[config.mk]
export PLATFORM = sky130hd
export DESIGN_NAME = pqr_csr_flat
export DESIGN_NICKNAME = d
export VERILOG_FILES = /design/src/design/pqr_pkg.sv /design/src/design/pqr_csr_if.sv /design/src/design/pqr_csr.sv /design/src/flat_wrapper.sv
export SDC_FILE = /design/constraint.sdc
export NUM_CORES = 1
export LEC_CHECK = 0
export ABC_CLOCK_PERIOD_IN_PS = 1170
export CAP_MARGIN = 20
export CORE_UTILIZATION = 50
export DETAILED_ROUTE_END_ITERATION = 12
export DONT_BUFFER_PORTS = 1
export PLACE_DENSITY = 0.68
export SLEW_MARGIN = 5
export SYNTH_ARGS = -nofsm -noshare
export SYNTH_HDL_FRONTEND = slang
export SYNTH_SLANG_ARGS = --single-unit
[constraint.sdc]
create_clock -name clock -period 1.17 [get_ports clock]
set_input_delay 0.117 -clock clock [delete_from_list [all_inputs] [get_ports clock]]
set_output_delay 0.117 -clock clock [all_outputs]
set_load 0.1 [all_outputs]
[src/design/pqr_pkg.sv]
// shared constants and register codes for the point-in-quad region filter
// no dependencies; imported by the interfaces and every module of the block
package pqr_pkg;

   localparam int COORD_BITS_DEF = 20;
   localparam int NUM_CORNERS    = 4;
   localparam int CSR_INDEX_BITS = 4;

   // csr register map, one code per corner coordinate
   typedef enum logic [CSR_INDEX_BITS-1:0] {
      REG_CORNER0_X = 4'd0,
      REG_CORNER0_Y = 4'd1,
      REG_CORNER1_X = 4'd2,
      REG_CORNER1_Y = 4'd3,
      REG_CORNER2_X = 4'd4,
      REG_CORNER2_Y = 4'd5,
      REG_CORNER3_X = 4'd6,
      REG_CORNER3_Y = 4'd7
   } csr_reg_type;

endpackage

[src/design/pqr_csr_if.sv]
// configuration write channel: register index and data per beat
// depends on pqr_pkg for index width and default coordinate width
interface pqr_csr_if import pqr_pkg::*; #(
   parameter int COORD_BITS = COORD_BITS_DEF
) ();
   logic                      valid;
   logic                      ready;
   logic [CSR_INDEX_BITS-1:0] index;
   logic [COORD_BITS-1:0]     data;

   modport source (output valid, output index, output data, input ready);
   modport sink   (input valid, input index, input data, output ready);
endinterface

[src/design/pqr_csr.sv]
// corner registers of the region, written through the csr channel
// depends on pqr_pkg and pqr_csr_if
module pqr_csr import pqr_pkg::*; #(
   parameter int COORD_BITS = COORD_BITS_DEF
) (
   input  logic                         clock,
   input  logic                         reset,
   pqr_csr_if.sink                      csr,
   output logic signed [COORD_BITS-1:0] corner_x [NUM_CORNERS],
   output logic signed [COORD_BITS-1:0] corner_y [NUM_CORNERS]
);

   logic signed [COORD_BITS-1:0] cx_ff [NUM_CORNERS];
   logic signed [COORD_BITS-1:0] cy_ff [NUM_CORNERS];
   logic signed [COORD_BITS-1:0] cx_in [NUM_CORNERS];
   logic signed [COORD_BITS-1:0] cy_in [NUM_CORNERS];

   assign csr.ready = 1'b1;

   always_comb begin
      cx_in = cx_ff;
      cy_in = cy_ff;
      if (csr.valid) begin
         // indexes past the last corner fall to default and are dropped
         unique case (csr.index)
            REG_CORNER0_X: cx_in[0] = $signed(csr.data);
            REG_CORNER0_Y: cy_in[0] = $signed(csr.data);
            REG_CORNER1_X: cx_in[1] = $signed(csr.data);
            REG_CORNER1_Y: cy_in[1] = $signed(csr.data);
            REG_CORNER2_X: cx_in[2] = $signed(csr.data);
            REG_CORNER2_Y: cy_in[2] = $signed(csr.data);
            REG_CORNER3_X: cx_in[3] = $signed(csr.data);
            REG_CORNER3_Y: cy_in[3] = $signed(csr.data);
            default: ;
         endcase
      end
   end

   always_ff @(posedge clock) begin
      if (reset) begin
         for (int k = 0; k < NUM_CORNERS; k++) begin
            cx_ff[k] <= '0;
            cy_ff[k] <= '0;
         end
      end else begin
         cx_ff <= cx_in;
         cy_ff <= cy_in;
      end
   end

   assign corner_x = cx_ff;
   assign corner_y = cy_ff;

endmodule

[src/flat_wrapper.sv]
// flat-port wrapper written by rule: the top's interface ports become plain ports
module pqr_csr_flat import pqr_pkg::*;
#(
   parameter int COORD_BITS = COORD_BITS_DEF
)
  (clock, reset, corner_x, corner_y, csr_valid, csr_index, csr_data, csr_ready);
  pqr_csr_if #(.COORD_BITS(COORD_BITS)) csr_i ();
  input  logic clock;
  input  logic reset;
  output logic signed [COORD_BITS-1:0] corner_x[NUM_CORNERS];
  output logic signed [COORD_BITS-1:0] corner_y[NUM_CORNERS];
  input wire logic [$bits(csr_i.valid)-1:0] csr_valid;
  input wire logic [$bits(csr_i.index)-1:0] csr_index;
  input wire logic [$bits(csr_i.data)-1:0] csr_data;
  output wire logic [$bits(csr_i.ready)-1:0] csr_ready;
  assign csr_i.valid = csr_valid;
  assign csr_i.index = csr_index;
  assign csr_i.data = csr_data;
  assign csr_ready = csr_i.ready;
  pqr_csr #(.COORD_BITS(COORD_BITS)) u_core (.clock(clock), .reset(reset), .csr(csr_i), .corner_x(corner_x), .corner_y(corner_y));
endmodule
# Word level (Yosys, flattened, before mapping)
# Index checks and enable logic that the tools add are counted.
dict set report totals {
  wordCells 24
  in_bits 27
  reg_bits 160
  output_inout_bits 161
}
dict set report op_classes {
  n_reduce_logical 9
  n_eq_ne 7
}
# op n
set ops {}
lappend ops {{4-bit by 3-bit == test with 1-bit output, second input constant} 4}
lappend ops {{2-bit AND reduction} 8}
lappend ops {{4-bit by 2-bit == test with 1-bit output, second input constant} 2}
lappend ops {{4-bit by 1-bit == test with 1-bit output, second input constant} 1}
lappend ops {{4-bit logical NOT} 1}

# Depth between registers and ports, before layout
dict set report logic_depth {
  depth_word 2
  mapped_depth 6
  ltp_nobuf 3
}

# Worst setup path after synthesis
# No wires, ideal clock.
dict set report synth_timing {
  path_type {register to register}
  from {register u_core.corner_y[0] (netlist name)}
  to {register u_core.cy_ff, in the netlist u_core.corner_y[0]}
  n_path_buf 0
  required_ps 1097
  path_stages_with_launch 3
  setup_time_ps 73
  path_slack_ps -63
  period_less_slack_ps 1233
  t_arrival_ps 1160
  cell_sequence {dfxtp_1 > nand2b_1 > mux2i_1}
}
# item line
set synth_rtl {}
lappend synth_rtl {{end signal: assignment} pqr_csr.sv:47} ;# cy_ff <= cy_in;
lappend synth_rtl {{end: declaration} pqr_csr.sv:14} ;# logic signed [COORD_BITS-1:0] cy_ff [NUM_CORNERS];

==> summary.md <==
| Metric | Value |
|---|---|
| Total power | 12,600 µW |
| Arrival time worst endpoint | around 1.5 ns |
| Post-synth ARST share | 0% |
| Cell Rows | 40 |
| Hold Slack | -0.0999 ns |
| IO Count | 188 |
| Mean post-synth cell area | roughly 11 µm² |
| Post-synth top area share | about half |
| DR WL/cell | around 19 µm |
| Vias in the first global route | about 5,200 |
| Violated checks | negative hold slack |
| HP Class | in2reg |
| Worst path slowest cell | dlygate4sd3_1 |
| Hold Fails Final Rpt | 75 |
| Clock Latency Late Sink | approximately 0.42 ns |
| Diodes inserted | 0 |
| Bufs and invs on worst path | 1 |
| Slew @ Worst Pin | ~0.57 ns |
| Synth warnings | 0 |
| Final HPWL DP | approximately 11,000 µm |
| Number of buffers created by CTS | 17 |
| Worst path cell trace | nand2b_1 -> dlygate4sd3_1 -> mux2i_1 |
| Post-Syn Area | ~6300 µm² |
| Port Buffers | 0 |
| Clk sinks | 160 |
| EDFF count, synth | 0 |
| DRT iter0 DRCs | 201 |
| Worst VDD drop | about 1.3 mV |
| Remaining Overflow, GRT | 0 |
| Vias per cell | 5.14 |
| Synth Area in Simple Gates | between 10% and 20% |
| Power Density | around 1400 nW/µm² |
| Initial antenna violation count | 0 |
| CTS tree | yes |
| Routed WL | about 17,000 µm |
| Register area | 3400 µm² |
| Post-Layout Cell Count | about 900 |
| Syn_nets | 600 |
| Core ar. | 12,200 µm² |
| Root buf cell | clkbuf_16 |
| Top post-synthesis cells by area | dfxtp_1 51%, mux2i_1 25%, nand2b_1 18% |
| Startpoint Class | register |
| First-pass DRT Iterations | 4 |
| Max frequency | roughly 870 MHz |
| Nets | 757 |
| Gr usage total | between 20% and 30% |
| Status | finished with violations |
| Compound-Gate Fraction of Synth Area | 0% |
| Multi-input logic area | 2840 µm² |
| Critical setup path kind | reg2reg |
| First-pass GRT wire length | 27,600 µm |
| Clk slew on worst S/H paths | ~0.060 ns |
| Final setup viols | 0 |
| Drt drc | 0 |
| DP Cell Count | 856 |
| Mux cell area share after synthesis | between 20% and 30% |
| Relative slew margins | between 60% and 70% |
| Leakage power | about 0.0045 µW |
| FF+latch count, synth | 160 |
| Crit. End Element | register |
| Filler cells | between 800 and 900 |
| Largest net degree at the start of global routing | 115 |
| Slowest stage delay, CP | 0.55 ns |
| Via Count | around 4,700 |
| Top-count cell post-synth | nand2b_1 |
| Fin area | about 9300 µm² |
| Die height | ~110 µm |
| Placed instance area | just under 8000 µm² |
| Sequential area share after synthesis | around half |
| Syn-to-layout area delta | 46.9% |
| Adder-cell share of the synthesized area | 0% |
| Fraction of layout cells with a size suffix above 1 | 50.3% |
| Max clock buf depth | 2 |
| Remaining antenna violation count | 0 |
| Final period demand of the worst path | roughly 1.2 ns |
| Largest family of logic cells by synthesized area | multiplexers |
| Crit-path max FO | 2 |
| Period utilization | 98.4% |
| Dominant synthesized flop cell | dfxtp_1 |
| Yosys cell types | 19 |
| Most common library cells after synthesis | 180 x nand2b_1, 160 x dfxtp_1, 160 x mux2i_1 |
| Synth area leader | dfxtp_1 |
| Hold buffer count at CTS | 94 |
| Clock Skews | 0 ns |
| Worst EP required | 1.51 ns |
| Die ar. | around 13,000 µm² |
| Synth Instances | roughly 570 |
| Top delay family on crit path | buffers and inverters |
| H-tree Lvls | 4 |
| Synth Area in XOR/XNOR | 0% |
| Routability Congestion | between 0.7 and 0.8 |
| Slew Limit Fails | 0 |
| Max Cap Viol | 0 |
| Initial Util | roughly half |
| Die X-Extent | between 100 and 150 µm |
-- final timing paths --
path,start,end,slack (ns),cells after the start
worst max-delay path,u_core.corner_y[74],u_core.corner_y[74],0.02,3
worst min-delay path,reset,u_core.corner_x[18],-0.1,2
worst max register to register,u_core.corner_y[74],u_core.corner_y[74],0.02,3
worst min register to register,u_core.corner_x[78],u_core.corner_x[78],0.48,2
-- sequential cells by signal, indices dropped and copies added, names as in the netlist --
register	flops
u_core.corner_y	80
u_core.corner_x	80
-- cell usage in the layout (no fill, tap or decap), drive strengths merged --
| cell | count |
|---|---|
| dfxtp | 160 |
| conb | 1 |
| mux2i | 160 |
| nor2 | 1 |
| dlygate4sd3 | 10 |
| clkinvlp | 1 |
| dlymetal6s4s | 8 |
| and2 | 1 |
| nor3b | 1 |
| buf | 177 |
| nand4 | 2 |
| bufinv | 4 |
| nand2b | 180 |
| nor2b | 1 |
| clkinv | 6 |
| clkbuf | 20 |
| and3b | 2 |
| and4 | 1 |
| nand2 | 6 |
-- metal layers --
| layer | share of wire (%) | track usage (%) | vias to the layer above |
|---|---|---|---|
| met1 | 40 | 30.4 | 2284 |
| met4 | 3.9 | 15.8 | 0 |
| met3 | 6.0 | 8.05 | 43 |
| met2 | 50 | 49.6 | 168 |
| met5 | 0 | 0 | - |
| li1 | - | - | 2180 |
-- what timing repair did --
item / 4_1_cts / 5_1_grt
setup buffers: 0 / 4
hold endpoints to repair: 160 / 75
pin swaps: 0 / 1
gates resized for setup: 48 / 117
setup endpoints to repair: 48 / 183
-- metrics by stage --
step                      setup TNS (ns)  hold slack, ns  setup slack [ns]  util [%]
final                                  0         -0.0999            0.0188      76.3
after global routing           -0.000467          -0.115         -0.000467      76.3
after CTS                              0          0.0431         0.0000980      78.7
after detailed placement               0           0.308            0.0535      64.1
after global placement                 0           0.303            0.0899      64.1
after floorplan                        0           0.420             0.138         -
-- final cells by class --
cell class | instances | area share (%)
Sequential cell | 160 | 36.7
Multi-Input combinational cell | 356 | 30.6
Timing Repair Buffer | 195 | 23.7
Clock buffer | 20 | 5.03
Tap cell | 168 | 2.27
Clock inverter | 11 | 1.74
-- kinds of logic (layout without fill, tap and decap cells) --
group / Yosys count / in the layout
simple gates: 195 / 195
flops: 160 / 160
mux: 160 / 160
buf+inv: 57 / 226
other cells: 1 / 1
-- where the power goes --
group          switching, µW  internal (µW)  leakage, µW
Combinational            791            342      0.00284
Sequential              54.4           5530      0.00137
Clock                   2130           3710     0.000311
No activity file was read; power rests on OpenSTA's default activity.
