**config.mk**
```make
export PLATFORM = sky130hd
export DESIGN_NAME = pqr_diff_flat
export DESIGN_NICKNAME = d
export VERILOG_FILES = /design/src/design/pqr_pkg.sv /design/src/design/pqr_req_if.sv /design/src/design/pqr_diff.sv /design/src/flat_wrapper.sv
export SDC_FILE = /design/constraint.sdc
export NUM_CORES = 1
export LEC_CHECK = 0
export BUFFER_PORTS_ARGS = -buffer_cell sky130_fd_sc_hd__buf_2
export CAP_MARGIN = 10
export CORE_ASPECT_RATIO = 1.1
export CORE_UTILIZATION = 49
export DETAILED_ROUTE_END_ITERATION = 12
export PLACE_DENSITY_LB_ADDON = 0.3
export SLEW_MARGIN = 20
export SYNTH_ARGS = -nofsm -noshare
export SYNTH_HDL_FRONTEND = slang
export SYNTH_SLANG_ARGS = --single-unit
```
**constraint.sdc**
```tcl
create_clock -name clock -period 20 [get_ports clock]
set_input_delay 3 -clock clock [delete_from_list [all_inputs] [get_ports clock]]
set_output_delay 3 -clock clock [all_outputs]
set_load 0.1 [all_outputs]
```
**src/design/pqr_pkg.sv**
```systemverilog
// shared constants and register codes for the point-in-quad region filter
// no dependencies; imported by the interfaces and every module of the block
package pqr_pkg;

   localparam int COORD_BITS_DEF = 20;
   localparam int NUM_CORNERS    = 4;
   localparam int CSR_INDEX_BITS = 4;

   // csr register map, one code per corner coordinate
   typedef enum logic [CSR_INDEX_BITS-1:0] {
      REG_CORNER0_X = 4'd0,
      REG_CORNER0_Y = 4'd1,
      REG_CORNER1_X = 4'd2,
      REG_CORNER1_Y = 4'd3,
      REG_CORNER2_X = 4'd4,
      REG_CORNER2_Y = 4'd5,
      REG_CORNER3_X = 4'd6,
      REG_CORNER3_Y = 4'd7
   } csr_reg_type;

endpackage

```
**src/design/pqr_req_if.sv**
```systemverilog
// point input channel: valid/ready handshake with one point per beat
// depends on pqr_pkg for the default coordinate width
interface pqr_req_if import pqr_pkg::*; #(
   parameter int COORD_BITS = COORD_BITS_DEF
) ();
   logic                         valid;
   logic                         ready;
   logic signed [COORD_BITS-1:0] point_x;
   logic signed [COORD_BITS-1:0] point_y;

   modport source (output valid, output point_x, output point_y, input ready);
   modport sink   (input valid, input point_x, input point_y, output ready);
endinterface

```
**src/design/pqr_diff.sv**
```systemverilog
// stage 1: per-edge coordinate differences and y straddle test
// depends on pqr_pkg and pqr_req_if
module pqr_diff import pqr_pkg::*; #(
   parameter int COORD_BITS = COORD_BITS_DEF
) (
   input  logic                         clock,
   input  logic                         reset,
   pqr_req_if.sink                      req,
   input  logic signed [COORD_BITS-1:0] corner_x [NUM_CORNERS],
   input  logic signed [COORD_BITS-1:0] corner_y [NUM_CORNERS],
   input  logic                         down_ready,
   output logic                         out_valid,
   output logic signed [COORD_BITS-1:0] out_px,
   output logic signed [COORD_BITS-1:0] out_py,
   output logic signed [COORD_BITS:0]   out_dxp [NUM_CORNERS],
   output logic signed [COORD_BITS:0]   out_dyp [NUM_CORNERS],
   output logic signed [COORD_BITS:0]   out_dxe [NUM_CORNERS],
   output logic signed [COORD_BITS:0]   out_dye [NUM_CORNERS],
   output logic [NUM_CORNERS-1:0]       out_straddle
);

   localparam int DW = COORD_BITS + 1;

   logic                         valid_ff;
   logic                         load;
   logic signed [COORD_BITS-1:0] px_ff, py_ff;
   logic signed [DW-1:0]         dxp_ff [NUM_CORNERS], dxp_in [NUM_CORNERS];
   logic signed [DW-1:0]         dyp_ff [NUM_CORNERS], dyp_in [NUM_CORNERS];
   logic signed [DW-1:0]         dxe_ff [NUM_CORNERS], dxe_in [NUM_CORNERS];
   logic signed [DW-1:0]         dye_ff [NUM_CORNERS], dye_in [NUM_CORNERS];
   logic [NUM_CORNERS-1:0]       straddle_ff, straddle_in;

   assign req.ready = !valid_ff || down_ready;
   assign load      = req.valid && req.ready;

   // edge e runs from corner e to the corner before it
   for (genvar e = 0; e < NUM_CORNERS; e++) begin : g_edge
      localparam int J = (e + NUM_CORNERS - 1) % NUM_CORNERS;
      assign dxp_in[e] = DW'(req.point_x) - DW'(corner_x[e]);
      assign dyp_in[e] = DW'(req.point_y) - DW'(corner_y[e]);
      assign dxe_in[e] = DW'(corner_x[J]) - DW'(corner_x[e]);
      assign dye_in[e] = DW'(corner_y[J]) - DW'(corner_y[e]);
      assign straddle_in[e] = (corner_y[e] > req.point_y) != (corner_y[J] > req.point_y);
   end

   always_ff @(posedge clock) begin
      if (reset) begin
         valid_ff <= 1'b0;
      end else if (req.ready) begin
         valid_ff <= req.valid;
      end
   end

   always_ff @(posedge clock) begin
      if (load) begin
         px_ff       <= req.point_x;
         py_ff       <= req.point_y;
         dxp_ff      <= dxp_in;
         dyp_ff      <= dyp_in;
         dxe_ff      <= dxe_in;
         dye_ff      <= dye_in;
         straddle_ff <= straddle_in;
      end
   end

   assign out_valid    = valid_ff;
   assign out_px       = px_ff;
   assign out_py       = py_ff;
   assign out_dxp      = dxp_ff;
   assign out_dyp      = dyp_ff;
   assign out_dxe      = dxe_ff;
   assign out_dye      = dye_ff;
   assign out_straddle = straddle_ff;

endmodule

```
**src/flat_wrapper.sv**
```systemverilog
// flat-port wrapper written by rule: the top's interface ports become plain ports
module pqr_diff_flat import pqr_pkg::*;
#(
   parameter int COORD_BITS = COORD_BITS_DEF
)
  (clock, reset, corner_x, corner_y, down_ready, out_valid, out_px, out_py, out_dxp, out_dyp, out_dxe, out_dye, out_straddle, req_valid, req_point_x, req_point_y, req_ready);
  pqr_req_if #(.COORD_BITS(COORD_BITS)) req_i ();
  input  logic clock;
  input  logic reset;
  input  logic signed [COORD_BITS-1:0] corner_x[NUM_CORNERS];
  input  logic signed [COORD_BITS-1:0] corner_y[NUM_CORNERS];
  input  logic down_ready;
  output logic out_valid;
  output logic signed [COORD_BITS-1:0] out_px;
  output logic signed [COORD_BITS-1:0] out_py;
  output logic signed [COORD_BITS:0] out_dxp[NUM_CORNERS];
  output logic signed [COORD_BITS:0] out_dyp[NUM_CORNERS];
  output logic signed [COORD_BITS:0] out_dxe[NUM_CORNERS];
  output logic signed [COORD_BITS:0] out_dye[NUM_CORNERS];
  output logic [NUM_CORNERS-1:0] out_straddle;
  input wire logic [$bits(req_i.valid)-1:0] req_valid;
  input wire logic [$bits(req_i.point_x)-1:0] req_point_x;
  input wire logic [$bits(req_i.point_y)-1:0] req_point_y;
  output wire logic [$bits(req_i.ready)-1:0] req_ready;
  assign req_i.valid = req_valid;
  assign req_i.point_x = req_point_x;
  assign req_i.point_y = req_point_y;
  assign req_ready = req_i.ready;
  pqr_diff #(.COORD_BITS(COORD_BITS)) u_core (.clock(clock), .reset(reset), .req(req_i), .corner_x(corner_x), .corner_y(corner_y), .down_ready(down_ready), .out_valid(out_valid), .out_px(out_px), .out_py(out_py), .out_dxp(out_dxp), .out_dyp(out_dyp), .out_dxe(out_dxe), .out_dye(out_dye), .out_straddle(out_straddle));
endmodule
```
**Word-level counts from Yosys, hierarchy flattened**

Cells that the tools add are included.

- Register bits: 381
- Input bits: 204
- ROM bits: 0
- Memories kept: 0
- Bits in writable memories: 0
- Latch bits: 0
- Output and inout port bits: 382

- Bitwise logic cells: 0
- Muxes and demuxes: 0
- Multipliers: 0
- Reduce and logical (&&, ||, !) cells: 3
- Div/mod/pow operators: 0
- $add $sub $neg: 16
- Shift-type cells: 0
- Equality and inequality tests: 4
- Magnitude comparators: 4

Operators by type and width:

| operator | count |
|---|---|
| $sub 20x20->21 | 16 |
| $gt 20x20->1 | 4 |
| $ne 1x1->1 | 4 |
| $logic_and 1x1->1 | 1 |
| $logic_not 1->1 | 1 |
| $logic_or 1x1->1 | 1 |

**Longest topological paths before layout**

- Depth in word-level cells: 3
- Mapped depth: 11
- Depth with buffers taken out: 11

**Least setup slack after synthesis**

OpenSTA, ideal clock, no wires.

- Kind: input to register
- Start: input down_ready
- End: register u_core.dxe_ff, in the netlist u_core.out_dxe[0] (enable)
- Arrival: 12474 ps
- Setup slack: 6738 ps
- Library setup time: 788 ps
- Data required time: 19212 ps
- Stages on the path: 2
- Path through: nand2b_1 -> and2_1

- Word-level cells in the longest chain between the ends: 2

Ends and longest elaborated chain:

| what | line | source |
|---|---|---|
| start: declaration | flat_wrapper.sv:12 | `input logic down_ready;` |
| $logic_or 1x1->1 | pqr_diff.sv:33 | `assign req.ready = !valid_ff \|\| down_ready;` |
| $logic_and 1x1->1 | pqr_diff.sv:34 | `assign load = req.valid && req.ready;` |
| via u_core.load | pqr_diff.sv:25 | `logic load;` |
| end signal: assignment | pqr_diff.sv:60 | `dxe_ff <= dxe_in;` |
| end: declaration | pqr_diff.sv:29 | `logic signed [DW-1:0] dxe_ff [NUM_CORNERS], dxe_in [NUM_CORNERS];` |

The timed path passes the listed nets, and every way through them passes these cells.
A chain may end at the register's enable or synchronous reset.

**Final worst setup path**

- Start: input down_ready
- End: output req_ready

- Word-level cells in the longest chain between the ends: 1

Ends and longest elaborated chain:

| what | line | source |
|---|---|---|
| $logic_or 1x1->1 | pqr_diff.sv:33 |  |
| end: declaration | flat_wrapper.sv:24 | `output wire logic [$bits(req_i.ready)-1:0] req_ready;` |

Every way passes these cells.

==> results_tabular.tex <==
\begin{tabular}{lr}
\hline
Metric & Value \\
\hline
\multicolumn{2}{l}{\textbf{Run status}} \\
\quad Result of the run & finished, final reports clean \\
\multicolumn{2}{l}{\textbf{Timing}} \\
\quad Max-slew violation total from the final report & 0 \\
\quad Hold slack final & around 0.53 ns \\
\quad Maximum clock frequency & approximately 0.15 GHz \\
\quad Final critical path time including I/O delays and setup & around 6.6 ns \\
\quad Least-Margin Pin Slew & between 1 and 1.5 ns \\
\quad RSZ-0062 raised after global routing & false \\
\quad Number of setup violations in the final report & 0 \\
\quad Setup TNS Final & 0 ns \\
\quad Final Cycle Share & 0.3316 \\
\quad Final clock skew & 0.02761 ns \\
\quad Slew margin rel. & 0.1892 \\
\quad Count of endpoints failing hold in the final timing report & 0 \\
\multicolumn{2}{l}{\textbf{Yosys}} \\
\quad Synth top cells by count & edfxtp\_1 (380), ha\_1 (320), inv\_1 (280), nor2\_1 (198), a21oi\_1 (186) \\
\quad Yosys synthesis warning count & 0 \\
\quad Async S/R FF share, synth & 0 \\
\quad Register bit total from synthesis & roughly 380 \\
\quad Mean post-synth cell area & between 10 and 15 um2 \\
\quad EDFF count, synth & between 300 and 400 \\
\quad Cell types with the largest area share after synthesis & edfxtp\_1 (42\%), ha\_1 (15\%), xnor2\_1 (5.5\%) \\
\quad Synthesized netlist net count & 3191 \\
\quad Total standard cell area after synthesis & around 27000 um2 \\
\quad Yosys top cell by area & edfxtp\_1 \\
\quad Sequential-to-total area share from yosys stat & 0.4234 \\
\quad Post-synthesis instance total & 2651 \\
\quad Area share of the largest cell type after synthesis & 0.4226 \\
\quad Number of unique standard cell types used by synthesis & 75 \\
\quad Most frequent cell after synthesis & edfxtp\_1 \\
\quad Prevailing post-synth register cell & edfxtp\_1 \\
\multicolumn{2}{l}{\textbf{Layout}} \\
\quad Layout cell share with drive strength beyond 1 & 0.2101 \\
\quad Final core utilization & 0.5985 \\
\quad Area used by sequential logic in the layout & between 10000 and 15000 um2 \\
\quad Growth of design area from synthesis to finish & 19.73\% \\
\quad Filler cell count in the final layout & between 4000 and 5000 \\
\quad Final Net Count & between 3000 and 4000 \\
\quad Final cell count without fillers & $\sim$4000 \\
\quad Area of combinational cells with multiple inputs & about 14000 um2 \\
\multicolumn{2}{l}{\textbf{Floorplanning}} \\
\quad Die boundary height & approximately 250 um \\
\quad \# rows & 89 \\
\quad Initial standard-cell utilization of the core & 0.4999 \\
\quad Core Area & between 50000 and 60000 um2 \\
\quad Count of pins on the block boundary & 586 \\
\quad Total die area & between 50000 and 60000 um2 \\
\quad Die width & about 230 um \\
\multicolumn{2}{l}{\textbf{Clocking}} \\
\quad Num CTS Buffers & 45 \\
\quad Resize count post-CTS & 0 \\
\quad Clk\_lat worst skew & 0.58 ns \\
\quad Post-CTS Setup Inserts & 0 \\
\quad Longest Clk Path Bufs & 3 \\
\quad Clock slew at reported path FFs & $\sim$0.060 ns \\
\quad Maximum level of the CTS H-tree & 2 \\
\quad Sink Count & between 300 and 400 \\
\quad Clk root buf & clkbuf\_16 \\
\quad Hold-fix buffers at CTS & 0 \\
\quad CTS tree & done \\
\multicolumn{2}{l}{\textbf{Pwr}} \\
\quad Leak & 14.50 nW \\
\quad Max VDD drop & slightly below 0.09 mV \\
\quad Ratio of total power to cell area & roughly 100 nW/um2 \\
\multicolumn{2}{l}{\textbf{Run}} \\
\quad Reported max-cap violation count & 0 \\
\multicolumn{2}{l}{\textbf{Global routing}} \\
\quad Vias in the first global route & 23485 \\
\quad Wire length of the first global-routing pass & 130500 um \\
\quad Largest net degree at the start of global routing & around 190 \\
\quad Antenna violations before repair & 14 \\
\quad Total congestion overflow after global routing & 0 \\
\quad Global-route usage over all layers & 0.3093 \\
\multicolumn{2}{l}{\textbf{Routing}} \\
\quad Detailed-routed wire length on met2 & $\sim$45000 um \\
\quad Vias after detailed routing & roughly 24000 \\
\quad Met1 layer wirelength in the final routing & around 32000 um \\
\quad DRT iter0 DRCs & approximately 2000 \\
\quad DR pass1 iterations & 6 \\
\quad Detailed-route wire length & 89040 um \\
\quad Topmost layer with routed signal wires & met5 \\
\quad Mean routed wirelength per cell & $\sim$22 um \\
\quad DR WL met3 & a little over 7000 um \\
\quad Via count normalized by instance count & roughly 5.8 \\
\quad Post-route ant nets & 0 \\
\quad DRC violations left & 0 \\
\multicolumn{2}{l}{\textbf{Worst setup path}} \\
\quad Length in cells of the worst reg-to-reg path & 4 \\
\quad Terminus of the critical flop-to-flop path & u\_core.out\_dyp[57] \\
\quad Worst setup path category & in -> out \\
\quad Sort of element at the end of the critical path & output port \\
\quad Element type at the critical path start & primary input \\
\quad Data arrival, critical path & roughly 3.6 ns \\
\quad Maximum fanout along the worst path & 3 \\
\quad Worst r2r src & u\_core.out\_valid \\
\quad Reg2reg setup slack & between 15 and 20 ns \\
\quad Data required, critical path & about 17 ns \\
\multicolumn{2}{l}{\textbf{Placed design}} \\
\quad Number of placed instances, taps included & 3951 \\
\quad PortBufs & just under 600 \\
\quad Final HPWL DP & 72210 um \\
\quad Routability congestion estimate & about 1 \\
\multicolumn{2}{l}{\textbf{Hold path}} \\
\quad Number of stages on the worst hold path & 2 \\
\quad Hold crit path type & reg -> reg \\
\quad Hold EP & u\_core.out\_valid \\
\quad Hold Path Origin & u\_core.out\_valid \\
\hline
\end{tabular}
## kinds of logic (layout without fill, tap and decap cells)
family | Yosys count | in the layout | share of synthesized area
adders and majority gates | 336 | 336 | 0.1602
and+or+nand+nor | 722 | 722 | 0.1342
muxes | 3 | 3 | 0.001112
other | 0 | 6 | 0
AOI/OAI and AO/OA | 686 | 686 | 0.1671
xor gates and xnor gates | 223 | 223 | 0.07234
buffers and inverters | 300 | 952 | 0.04171
DFF | 381 | 381 | 0.4234
## per-layer routing
layer  up-vias  global-route usage
li1      11046                   -
met1     11175              0.3384
met2      1059              0.5604
met3       243             0.06794
met4        14              0.1585
met5         -                   0
## metrics by stage
| step | setup WS [ns] | power, W | area, um2 |
|---|---|---|---|
| final | 13.37 | 0.003282 | 32330 |
| after global routing | 13.34 | 0.003396 | 32330 |
| after floorplan | 6.738 | 0.002169 | 27000 |
| after global placement | 13.36 | 0.002415 | 30830 |
| after CTS | 13.36 | 0.003286 | 32310 |
| after detailed placement | 13.36 | 0.002434 | 30830 |
## final cells by class
cell class,count,share of cell area
flip-flops and latches,381,0.3536
clock buffers,52,0.03696
multi-input cells,1970,0.4469
well taps,728,0.02818
clock inverters,28,0.008902
inverters,281,0.03263
repair buffers,591,0.09235
diodes,6,0.0004645
## worst max-delay path by stage
stage	slack, ns	end	startpoint
floorplan	6.74	u_core.out_dxe[0]	down_ready
global route	13.34	req_ready	down_ready
CTS	13.36	req_ready	down_ready
finish	13.37	req_ready	down_ready
detailed placement	13.36	req_ready	down_ready
global placement	13.36	req_ready	down_ready
## flip-flops by register name, summed over array words and instances, names as in the netlist
register and count:
u_core.out_dxe 84, u_core.out_dxp 84, u_core.out_dye 84, u_core.out_dyp 84
u_core.out_px 20, u_core.out_py 20, u_core.out_straddle 4, u_core.out_valid 1
## critical path: stages
cell	delay, ns
buf_2	0.07
nand2b_1	0.12
buf_2	0.43
## power by group
| part | switching, W | total [W] | internal [W] |
|---|---|---|---|
| clock | 0.000346 | 0.000850 | 0.000503 |
| sequential | 0.0000418 | 0.00106 | 0.00102 |
| combinational | 0.00107 | 0.00137 | 0.000301 |
| total | 0.00146 | 0.00328 | 0.00182 |
## cell usage in the layout (no fill, tap or decap), types with 45 or more instances in the layout
cell	n
xnor2_1	169
a21o_1	65
a21oi_1	186
nor3_1	82
edfxtp_1	380
nor2b_1	63
ha_1	320
nand3_1	65
nand2_1	117
o21ai_0	140
inv_1	280
clkbuf_16	47
nand2b_1	45
buf_2	585
xor2_1	54
nor2_1	198
o21a_1	47
Power figures use the tool's default switching activity.
